<file path="src/sv/cbdc_pkg.sv">
package cbdc_pkg;

    // bus commands
    typedef enum logic [1:0] {
        CMD_READ  = 2'd0,
        CMD_WRITE = 2'd1,
        CMD_TICK  = 2'd2,
        CMD_NOP   = 2'd3
    } t_cmd;

    // selected device codes
    typedef enum logic [3:0] {
        DEV_NONE    = 4'd0,
        DEV_RAM     = 4'd1,
        DEV_PPU     = 4'd2,
        DEV_APU     = 4'd3,
        DEV_PAD1    = 4'd4,
        DEV_PAD2    = 4'd5,
        DEV_STROBE  = 4'd6,
        DEV_CART    = 4'd7,
        DEV_DMAPAGE = 4'd8
    } t_dev;

    // address map
    localparam logic [15:0] ADDR_RAM_END    = 16'h1FFF;
    localparam logic [15:0] ADDR_PPU_END    = 16'h3FFF;
    localparam logic [15:0] ADDR_APU_LO     = 16'h4000;
    localparam logic [15:0] ADDR_APU_HI     = 16'h4013;
    localparam logic [15:0] ADDR_DMA_PAGE   = 16'h4014;
    localparam logic [15:0] ADDR_APU_STATUS = 16'h4015;
    localparam logic [15:0] ADDR_PAD1       = 16'h4016;
    localparam logic [15:0] ADDR_PAD2       = 16'h4017;
    localparam logic [15:0] ADDR_CART_LO    = 16'h4020;

    // configuration register indexes and reset values
    localparam logic       REG_NUMERATOR   = 1'b0;
    localparam logic       REG_DENOMINATOR = 1'b1;
    localparam logic [4:0] NUM_RESET       = 5'd1;
    localparam logic [4:0] DEN_RESET       = 5'd3;
    localparam logic [4:0] ACC_MAX         = 5'd31;

    // result of an address decode
    typedef struct packed {
        t_dev        dev;
        logic [15:0] daddr;
        logic        is_ram;
    } t_dec;

endpackage

</file>
<file path="src/sv/cbdc_bus_decode.sv">
module cbdc_bus_decode
    import cbdc_pkg::*;
#(
    parameter int RAM_ADDR_BITS = 11
) (
    input  logic        i_write,
    input  logic [15:0] i_addr,
    input  logic        i_cart_hit,
    output t_dec        o_dec
);

    logic is_apu_wr;

    // registers the sound unit takes on a write
    assign is_apu_wr = ((i_addr >= ADDR_APU_LO) && (i_addr <= ADDR_APU_HI))
                    || (i_addr == ADDR_APU_STATUS) || (i_addr == ADDR_PAD2);

    // device select
    always_comb begin
        o_dec.is_ram = (i_addr <= ADDR_RAM_END);
        priority if (i_addr <= ADDR_RAM_END) begin
            o_dec.dev = DEV_RAM;
        end else if (i_addr <= ADDR_PPU_END) begin
            o_dec.dev = DEV_PPU;
        end else if (i_write) begin
            priority if (i_addr == ADDR_DMA_PAGE) begin
                o_dec.dev = DEV_DMAPAGE;
            end else if (i_addr == ADDR_PAD1) begin
                o_dec.dev = DEV_STROBE;
            end else if (is_apu_wr) begin
                o_dec.dev = DEV_APU;
            end else if (i_addr >= ADDR_CART_LO) begin
                o_dec.dev = DEV_CART;
            end else begin
                o_dec.dev = DEV_NONE;
            end
        end else begin
            priority if (i_addr == ADDR_APU_STATUS) begin
                o_dec.dev = DEV_APU;
            end else if (i_addr == ADDR_PAD1) begin
                o_dec.dev = DEV_PAD1;
            end else if (i_addr == ADDR_PAD2) begin
                o_dec.dev = DEV_PAD2;
            end else if ((i_addr >= ADDR_CART_LO) && i_cart_hit) begin
                o_dec.dev = DEV_CART;
            end else begin
                o_dec.dev = DEV_NONE;
            end
        end

        // device address: mirrored index for ram, zero for an ignored write
        priority if (o_dec.is_ram) begin
            o_dec.daddr = {{(16 - RAM_ADDR_BITS){1'b0}}, i_addr[RAM_ADDR_BITS-1:0]};
        end else if (i_write && (o_dec.dev == DEV_NONE)) begin
            o_dec.daddr = '0;
        end else begin
            o_dec.daddr = i_addr;
        end
    end

endmodule

</file>
<file path="config.mk">
export PLATFORM = sky130hd
export DESIGN_NAME = cbdc_bus_decode
export DESIGN_NICKNAME = d
export VERILOG_FILES = /design/src/sv/cbdc_pkg.sv /design/src/sv/cbdc_bus_decode.sv
export SDC_FILE = /design/constraint.sdc
export NUM_CORES = 1
export LEC_CHECK = 0
export BUFFER_PORTS_ARGS = -buffer_cell sky130_fd_sc_hd__buf_2
export CAP_MARGIN = 20
export CORE_AREA = 2 2 39 41
export DETAILED_ROUTE_END_ITERATION = 8
export DIE_AREA = 0 0 41 43
export GPL_ROUTABILITY_DRIVEN = 0
export SLEW_MARGIN = 20
export SYNTH_ARGS = -nofsm -noshare
export SYNTH_HDL_FRONTEND = slang
export SYNTH_SLANG_ARGS = --single-unit
</file>
<file path="constraint.sdc">
create_clock -name vclk -period 2.52
set_input_delay 0.504 -clock vclk [all_inputs]
set_output_delay 0.504 -clock vclk [all_outputs]
set_load 0.005 [all_outputs]
</file>
# After elaboration in Yosys (flattened, before gate mapping)

Index checks and enable logic that the tools add are counted.
W data, S select, Z words.

Order comparisons: 5
Eq/ne operators: 4
Mux-type cells: 13
Reductions and logical operators: 6

Operator list:

| operator               | number |
|---|---|
| $eq A16 B15 Y1 const B | 4 |
| $ge A16 B15 Y1 const B | 2 |
| $mux W16               | 2 |
| $mux W3                | 7 |
| $le A16 B13 Y1 const B | 1 |
| $le A16 B14 Y1 const B | 1 |
| $le A16 B15 Y1 const B | 1 |
| $mux W4                | 4 |
| $logic_not A4 Y1       | 1 |
| $logic_and A1 B1 Y1    | 3 |
| $logic_or A1 B1 Y1     | 2 |

Flip-flop bits (word level): 0
Input bits: 18
Output and inout bits: 21
Logic and storage cells: 28

# Logic depth before layout (Yosys ltp)

Depth after elaboration: 14
Depth in mapped cells: 5
Depth with buffers taken out: 4

# Least setup slack after synthesis

OpenSTA, ideal clock, no wires.

Kind: input-to-output
Start point: input port i_addr[8]
End point: output port o_dec[15] (netlist bit)
Arrival: 1.652 ns
Data required time: 2.016 ns
Slack: 0.364 ns
Stages on the path: 4
Path buffers: 0
Path through: nor4_4 nand3_4 o41a_4 a31oi_1

RTL lines:

| item        | RTL line             | source |
|---|---|---|
| from (decl) | cbdc_bus_decode.sv:7 | `input logic [15:0] i_addr,` |
| to (decl)   | cbdc_bus_decode.sv:9 | `output t_dec o_dec` |

==> run_results.csv <==
group,metric,value,unit
pwr,power_frac_comb,100.0,%
finish,syn_to_final_growth,57.9,%
pwr,power_leakage,0.265,nW
finish,insertedDiodeCount,0,
sta,fin_tns_setup,0,ps
critical_path,path_cells,"buf_2, nor4_4, nand3_4, o41a_4, a31oi_1, buf_2",
sta,rsz0062_at_grt,"no",
pwr,p_per_area,156,mW/mm^2
critical_path,critPathRequiredTime,2020,ps
pwr,clkPwrFrac,0,%
global_route,grt_start_max_net_pins,10,
global_route,grt_pass1_vias,421,
floorplan,fp.dieArea,0.00176,sq mm
sta,max_freq,419,MHz
global_route,track_usage,13.5,%
sta,setup_violations,0,
routing,drc,0,
floorplan,start_util,25.3,%
clock_network,holdBufCountCts,0,
critical_path,start_kind,"primary input",
sta,period_needed,2390,ps
routing,routed_wl,1180,microns
sta,setup_slack,135,ps
critical_path,cp_slowest_cell,"o41a_4",
logic_synthesis,synth_area,350,sq um
pwr,p_int,0.0000397,W
finish,finalNonFillerCells,100,
finish,clock_buffers,0,
pwr,p_seq_share,0,%
routing,drtAntennaViolNets,0,
sta,relSlewSlack,70.7,%
finish,seq_cells,0,
finish,seqCellArea,0,sq um
pwr,total_power,0.0000861,W
critical_path,max_stage_delay,420,ps
routing,num_vias,528,
logic_synthesis,synth_cell_type_count,27,
placed_design,dp_worst_setup_slack,80.6,ps
routing,drtIter0Drc,7,
sta,worst_slew_pin_slew,436,ps
logic_synthesis,seq_area_frac_synth,0,%
logic_synthesis,synth_nets,72,
placed_design,numPlacedInstances,99,
routing,avgRoutedWirePerCell,11.8,microns
placed_design,place_area,528,sq um
logic_synthesis,syn_inst,54,
sta,drv_slew,0,
global_route,antenna_found_initial,0,
critical_path,endpoint_kind,"output pin",
finish,final_area,553,sq um
logic_synthesis,avgSynthCellArea,6.49,sq um
sta,hold_viol,0,
floorplan,die_w,41,microns
pwr,ir_drop,0.0576,mV
critical_path,crit_top_cell,"buf_2",
placed_design,portBuffers,39,
pwr,p_switching,0.0000464,W
floorplan,core,0.00138,sq mm
floorplan,die_h,43,microns
logic_synthesis,synth_warnings,0,
floorplan,num_rows,14,
worst_hold_path,hp-class,"in2out",
sta,min_period_over_period,94.6,%
routing,first_pass_iters,4,
finish,fin_nets,104,
global_route,overflow,0,
critical_path,path_class,"in2out",
finish,layout-drive-gt1-share,56.0,%
placed_design,dp_hpwl,938,microns
routing,viasPerCell,5.28,
critical_path,cp_num_buf_inv,2,
critical_path,cp_top_family,"compound AO/OA/AOI/OAI gates",
critical_path,path_max_fanout,7,
pwr,swShare,53.8,%
global_route,grt_first_pass_wirelength,1810,microns
critical_path,cp_data_arrival_time,1880,ps
flow_run,drv_cap,0,
status,outcome,"finished clean",
floorplan,ios,39,
[power groups by stage]
stage               logic [W]  registers [W]  clock network (W)
finish              0.0000861              0                  0
global route        0.0000959              0                  0
CTS                 0.0000821              0                  0
detailed placement  0.0000817              0                  0
global placement    0.0000815              0                  0
floorplan           0.0000422              0                  0
[through the flow]
step                      hold slack, ps  utilization, %
after floorplan                     1040               -
final                               1200            40.0
after global placement              1200            38.2
after detailed placement            1200            38.2
after CTS                           1200            38.2
after global routing                1210            40.0
[path summary, 6_finish.rpt]
| path | cells past startpoint | slack [ps] | end | start |
|---|---|---|---|---|
| worst max-delay path | 6 | 130 | o_dec[5] | i_addr[10] |
| worst min-delay path | 2 | 1200 | o_dec[7] | i_addr[6] |
[repair_timing]
item,CTS,global route
hold endpoints to repair,0,0
resized for setup,0,2
setup buffers,0,1
endpoints found under the setup margin,0,4
[metal layers]
metal / up-vias / track usage, % / wire length (microns)
met1: 250 / 19.3 / 466
met3: 0 / 0.524 / 63
met2: 13 / 22.8 / 648
met5: - / 0 / 0
li1: 265 / - / -
met4: 0 / 0 / 0
[cells in the mapped netlist (2+ instances only)]
cell type	instances	area share, %
a21oi_1	2	2.9
a31oi_1	7	12
nor2_1	2	2.1
nand2_1	3	3.2
nor2b_1	2	3.6
clkbuf_1	10	11
inv_1	6	6.4
nor3_1	2	2.9
nand4_1	2	3.6
[final cells by class]
cell class,instances,area (sq um)
multi-input cells,38,308
repair buffers,40,203
well taps,16,20.0
inverters,6,22.5
fillers,158,831
[kinds of logic after synthesis]
| group | count (synthesis) | synth area share (%) |
|---|---|---|
| AO/OA/AOI/OAI | 18 | 41.4 |
| buffers and inverters | 16 | 17.1 |
| AND/OR/NAND/NOR | 20 | 41.4 |
[cells in the final DEF (no fill, tap or decap), drive strengths merged]
cell and n:
a21oi 2, nand4 2, or4 1, nor3 3
a21boi 1, and4b 1, o41ai 1, and3 1
nand2b 1, nor4 2, nand3 1, o221ai 1
nor2b 2, o41a 1, or2 1, a311oi 1
inv 6, a31oi 7, buf 40, a41oi 1
o21ai 1, o211ai 1, nor2 2, o311ai 1
nand2 3
Note: power is estimated with default switching activity, not from simulation.
