===== src/sv/cbdc_pkg.sv =====
package cbdc_pkg;

    // bus commands
    typedef enum logic [1:0] {
        CMD_READ  = 2'd0,
        CMD_WRITE = 2'd1,
        CMD_TICK  = 2'd2,
        CMD_NOP   = 2'd3
    } t_cmd;

    // selected device codes
    typedef enum logic [3:0] {
        DEV_NONE    = 4'd0,
        DEV_RAM     = 4'd1,
        DEV_PPU     = 4'd2,
        DEV_APU     = 4'd3,
        DEV_PAD1    = 4'd4,
        DEV_PAD2    = 4'd5,
        DEV_STROBE  = 4'd6,
        DEV_CART    = 4'd7,
        DEV_DMAPAGE = 4'd8
    } t_dev;

    // address map
    localparam logic [15:0] ADDR_RAM_END    = 16'h1FFF;
    localparam logic [15:0] ADDR_PPU_END    = 16'h3FFF;
    localparam logic [15:0] ADDR_APU_LO     = 16'h4000;
    localparam logic [15:0] ADDR_APU_HI     = 16'h4013;
    localparam logic [15:0] ADDR_DMA_PAGE   = 16'h4014;
    localparam logic [15:0] ADDR_APU_STATUS = 16'h4015;
    localparam logic [15:0] ADDR_PAD1       = 16'h4016;
    localparam logic [15:0] ADDR_PAD2       = 16'h4017;
    localparam logic [15:0] ADDR_CART_LO    = 16'h4020;

    // configuration register indexes and reset values
    localparam logic       REG_NUMERATOR   = 1'b0;
    localparam logic       REG_DENOMINATOR = 1'b1;
    localparam logic [4:0] NUM_RESET       = 5'd1;
    localparam logic [4:0] DEN_RESET       = 5'd3;
    localparam logic [4:0] ACC_MAX         = 5'd31;

    // result of an address decode
    typedef struct packed {
        t_dev        dev;
        logic [15:0] daddr;
        logic        is_ram;
    } t_dec;

endpackage


===== src/sv/cbdc_clkdiv.sv =====
module cbdc_clkdiv
    import cbdc_pkg::*;
(
    input  logic        i_clk,
    input  logic        i_rst_n,
    input  logic        psel,
    input  logic        penable,
    input  logic        pwrite,
    input  logic [2:0]  paddr,
    input  logic [31:0] pwdata,
    output logic [31:0] prdata,
    output logic        pready,
    input  logic        i_step,
    output logic        o_rate_tick
);

    logic [4:0] r_num;
    logic [4:0] r_den;
    logic [4:0] r_acc;
    logic [4:0] n_acc;
    logic [5:0] sum;
    logic [5:0] rem;
    logic       cfg_wr;

    assign pready = 1'b1;
    assign cfg_wr = psel && penable && pwrite;

    // register readback
    assign prdata = (paddr[2] == REG_DENOMINATOR) ? {27'd0, r_den} : {27'd0, r_num};

    // fractional accumulator: one cpu rate cycle each time the sum reaches the threshold
    always_comb begin
        sum         = {1'b0, r_acc} + {1'b0, r_num};
        o_rate_tick = (sum >= {1'b0, r_den});
        rem         = o_rate_tick ? (sum - {1'b0, r_den}) : sum;
        n_acc       = (rem > {1'b0, ACC_MAX}) ? ACC_MAX : rem[4:0];
    end

    // config registers and accumulator
    always_ff @(posedge i_clk) begin
        if (!i_rst_n) begin
            r_num <= NUM_RESET;
            r_den <= DEN_RESET;
            r_acc <= '0;
        end else if (cfg_wr) begin
            if (paddr[2] == REG_NUMERATOR) begin
                r_num <= pwdata[4:0];
            end else begin
                r_den <= pwdata[4:0];
            end
            r_acc <= '0;
        end else if (i_step) begin
            r_acc <= n_acc;
        end
    end

endmodule


===== config.mk =====
export PLATFORM = sky130hd
export DESIGN_NAME = cbdc_clkdiv
export DESIGN_NICKNAME = d
export VERILOG_FILES = /design/src/sv/cbdc_pkg.sv /design/src/sv/cbdc_clkdiv.sv
export SDC_FILE = /design/constraint.sdc
export NUM_CORES = 1
export LEC_CHECK = 0
export BUFFER_PORTS_ARGS = -buffer_cell sky130_fd_sc_hd__buf_4
export CELL_PAD_IN_SITES_DETAIL_PLACEMENT = 1
export CELL_PAD_IN_SITES_GLOBAL_PLACEMENT = 1
export CORE_UTILIZATION = 28
export CTS_CLUSTER_SIZE = 40
export DETAILED_ROUTE_END_ITERATION = 16
export HOLD_SLACK_MARGIN = 0.06
export PLACE_DENSITY_LB_ADDON = 0.1
export SLEW_MARGIN = 20
export SYNTH_ARGS = -nofsm -noshare
export SYNTH_HDL_FRONTEND = slang
export SYNTH_SLANG_ARGS = --single-unit
export TNS_END_PERCENT = 30

===== constraint.sdc =====
create_clock -name i_clk -period 2.7 [get_ports i_clk]
set_input_delay 0.405 -clock i_clk [delete_from_list [all_inputs] [get_ports i_clk]]
set_output_delay 0.405 -clock i_clk [all_outputs]
set_load 0.02 [all_outputs]

Word level (Yosys, flattened, before mapping)
Index checks and enable logic that the tools add are counted.
Widths: inputs -> output; s select.
Word-level totals
  register bits: 15
  latch bits: 0
  RAM bits: 0
  memory bits (read-only): 0
  bits of input ports: 41
  output and inout port bits: 34
  word-level logic and storage cells: 17
  memories: 0
Operators by class
  $add $sub $neg: 2
  multipliers: 0
  divide/modulo/power cells: 0
  order comparisons: 2
  equal/unequal tests: 0
  shifts and indexed selects: 0
  multiplexer cells: 3
  bitwise logic cells: 2
  reductions and logical operators: 5
Operator list (number)
  $mux 5: 2
  $add 5x5->6: 1
  $ge 6x5->1: 1
  $gt 6x5->1 const B: 1
  $mux 6: 1
  $sub 6x5->6: 1
  $reduce_and 2->1: 2
  $logic_and 1x1->1: 2
  $not 1->1: 2
  $reduce_or 2->1: 1

Longest topological paths before layout
  word-level depth: 5
  depth in mapped cells: 12
  mapped depth without buffers: 11

Worst setup path before layout
OpenSTA, ideal clock, no wires.
  path type: register to output
  start: register r_num[0]
  end: output port o_rate_tick
  arrival time: 2.485 ns
  data required time: 2.295 ns
  slack: -0.190 ns
  stages on the path, launching flop included: 11
  buffers on the path: 1
  cells stage by stage: dfxtp_1 > ha_1 > fa_1 > nand3_1 > nand2_1 > xnor2_1 > ha_1 > and2_4 > a41o_1 > or4_4 > buf_6
On the way
  longest elaborated chain between the ends: 2
Ends and longest elaborated chain
  start: declaration: line cbdc_clkdiv.sv:17  | logic [4:0] r_num;
  start signal: assignment: line cbdc_clkdiv.sv:47  | r_num <= pwdata[4:0];
  $add 5x5->6: line cbdc_clkdiv.sv:33  | sum = {1'b0, r_acc} + {1'b0, r_num};
  $ge 6x5->1: line cbdc_clkdiv.sv:34  | o_rate_tick = (sum >= {1'b0, r_den});
  end: declaration: line cbdc_clkdiv.sv:14  | output logic o_rate_tick
Every way passes these cells.

Worst setup path after layout
Same ends and word-level chain as after synthesis.

==> impl_metrics.py <==
metrics = {
    "logic_synthesis": {
        "yosysSeqAreaShare": 0.222,
        "synth_largest_area_cell": "dfxtp_1",
        "syn_area_mm2": 0.00135,
        "synthFlopType": "dfxtp_1",
        "ys_warn_count": 0,
        "synth_cell_types": 41,
        "netlist_instances": 152,
        "synth_edf_count": 0,
        "post_synth.cell_area_avg_um2": 8.88,
        "synth_most_common_cell": "buf_4",
        "synth_area_leaders": "dfxtp_1 22%, buf_4 16%, ha_1 9.3%, mux2i_1 8.2%, mux2_2 4.2%",
        "synth_top_cells_by_count": "28 x buf_4, 15 x dfxtp_1, 11 x mux2i_1, 10 x ha_1, 9 x inv_1",
        "ys_seq_elements": 15,
        "synth-async-reset-ratio": 0,
        "synth.top_cell.area_share": 0.222,
    },
    "global_route": {
        "grt_pass1_wl_mm": 5.82,
        "grt_pass1_vias": 1233,
        "grt_usage": 0.146,
        "grt_max_degree": 12,
        "antenna_found_initial": 0,
        "gr-total-overflow": 0,
    },
    "placed_design": {
        "placed_cells": 231,
        "preCtsSetupSlack_ns": -0.247,
        "io_buffer_count": 17,
        "gp_congestion": 0.861,
        "dp_hpwl_mm": 2.73,
    },
    "drt": {
        "ant_nets": 0,
        "drc": 0,
        "drt_pass1_iterations": 4,
        "wire_per_inst_um": 14.4,
        "first_iter_violations": 29,
        "via_per_inst": 4.67,
        "via_count": 1144,
        "drt_wl_total_mm": 3.53,
    },
    "outcome": {
        "violations": "negative setup slack",
        "status": "finished with violations",
    },
    "critical_path": {
        "crit_required_ns": 2.30,
        "critPathKind": "register to primary output",
        "path_cells": "ha_4, buf_6, a21o_1, a21oi_2, xnor2_1, ha_1, buf_4, and2_4, a41o_1, or4_4, buf_6",
        "rrSetupSlack_ns": -0.27,
        "worst_r2r_path_depth": 14,
        "path_buf_inv": 3,
        "worstPathMaxFanout": 2,
        "critical-path-top-delay-family": "simple AND/OR/NAND/NOR gates",
        "reg2reg_from": "r_num[0]",
        "slowest_delay_ns": 0.44,
        "cp-end-kind": "primary output",
        "arrival_ns": 2.70,
        "slowest_stage": "or4_4",
        "crit_path_start_kind": "register",
        "crit_path_start": "r_num[0]",
        "path_common_cell": "buf_6",
        "timing.rr.end": "r_acc[1]",
    },
    "sta": {
        "clock.fmax_ghz": 0.323,
        "period_needed_ns": 3.10,
        "fin_crit_sh": 1.15,
        "hold_viol_final": 0,
        "worst_pin_slew_ns": 0.569,
        "maxSlewViolCount": 0,
        "skew_ns": 0.00174,
        "setup_viol": 6,
        "fin_ws_ns": -0.401,
        "rsz0062_at_grt": "yes",
        "max_slew_margin": 0.616,
    },
    "die": {
        "pin_count": 75,
        "core_mm2": 0.00450,
        "start_util": 0.300,
        "die_w_um": 71.4,
        "die-area_mm2": 0.00510,
        "rows": 24,
        "die_height_um": 71.4,
    },
    "layout": {
        "drive_gt1_frac": 0.415,
        "area_delta_synth_final_pct": 32.8,
        "antenna_cells": 0,
        "nets": 247,
        "finalNonFillerCells": 245,
    },
    "power_and_ir_drop": {
        "powerDensity_mw_per_mm2": 971,
        "peakVddDrop_v": 0.000347,
        "total_power_mw": 1.74,
        "p_leak_nw": 0.888,
    },
    "clock_tree": {
        "cts_sinks": 15,
        "cts_tree": "yes",
        "htree_num_levels": 1,
        "clk_path_buf_depth": 2,
        "cts-root-buf": "clkbuf_8",
        "numCtsBuffers": 3,
        "clk_pin_slew_ns": 0.06,
        "insertion_delay_ns": 0.25,
    },
    "hold_path": {
        "worst_hold_path.endpoint": "r_den[1]",
        "whs_path_depth": 3,
        "hp-class": "input pin to register",
        "hold_start": "pwdata[1]",
    },
    "flow_run": {
        "drv_cap": 0,
    },
}
-- through the flow --
stage / util / hold slack, ns / instance area (um^2) / setup TNS (ns)
2_1_floorplan: - / 0.457 / 1460 / -0.0835
3_3_place_gp: 0.343 / 0.480 / 1540 / -1.13
3_5_place_dp: 0.343 / 0.488 / 1540 / -1.30
4_1_cts: 0.372 / 0.380 / 1680 / -1.98
5_1_grt: 0.398 / 0.406 / 1790 / -2.34
6_report: 0.398 / 0.384 / 1790 / -1.69
-- worst min-delay path: cells and delay by family --
family	cells	cell delay, ns
buffers and inverters	1	0.09
and+or+nand+nor	1	0.06
muxes	1	0.05
-- state kept, by name (all words and copies together) (netlist names) --
name	cells
r_den	5
r_num	5
r_acc	5
-- power breakdown --
part           leakage, nW  internal [mW]  total [mW]  switching (mW)
clock network       0.0228          0.105       0.187          0.0824
registers            0.123          0.256       0.282          0.0266
logic                0.742          0.660        1.27           0.613
total                0.888           1.02        1.74           0.722
-- per-layer routing --
layer  wire length, um  vias up  global-route usage
met1              1620      551               0.183
li1                  -      555                   -
met3                90        6              0.0225
met4                48        0              0.0444
met5                 0        -                   0
met2              1770       32               0.257
-- kinds of logic after synthesis --
family          count (synthesis)  share of synthesized area
simple gates                   26                      0.112
compound gates                 31                      0.164
flops                          15                      0.222
xor+xnor                        6                     0.0389
buf+inv                        44                      0.211
fa+ha+maj                      12                      0.122
mux                            16                      0.123
other cells                     2                    0.00556
-- repair_timing --
| item | CTS | global route |
|---|---|---|
| pin swaps | 5 | 14 |
| endpoints found under the setup margin | 6 | 6 |
| setup buffers | 6 | 4 |
| hold buffers | 0 | 0 |
| hold endpoints to repair | 0 | 0 |
| resized for setup | 10 | 15 |
-- cell type report --
class	count	area (um^2)
fill	542	2710
inverter	9	33.8
timing repair buffer	46	357
tap	52	65.1
clock buffer	4	45.0
multi-input combinational	119	985
sequential	15	308
-- how the worst max path moves through the flow --
stage                     cells past startpoint          end  slack, ns
after floorplan                              10  o_rate_tick      -0.05
after CTS                                    10  o_rate_tick      -0.45
after detailed placement                     12     r_acc[1]      -0.25
after global routing                         13     r_acc[4]      -0.47
final                                        11  o_rate_tick      -0.40
after global placement                       10  o_rate_tick      -0.21
-- placed cells by master (no fill, tap or decap), types with 3 or more instances in the layout --
master and count:
buf_4 43, nand2_1 3, ha_4 3, o21ai_0 5, mux2_2 5, nor2b_1 8, xnor2_1 3, o21a_1 3
ha_1 6, dfxtp_2 3, dfxtp_1 11, inv_1 9, a31oi_1 3, nand3_1 3, conb_1 28, buf_6 3
mux2i_1 11, clkbuf_8 3
No activity file was read; power rests on OpenSTA's default activity.
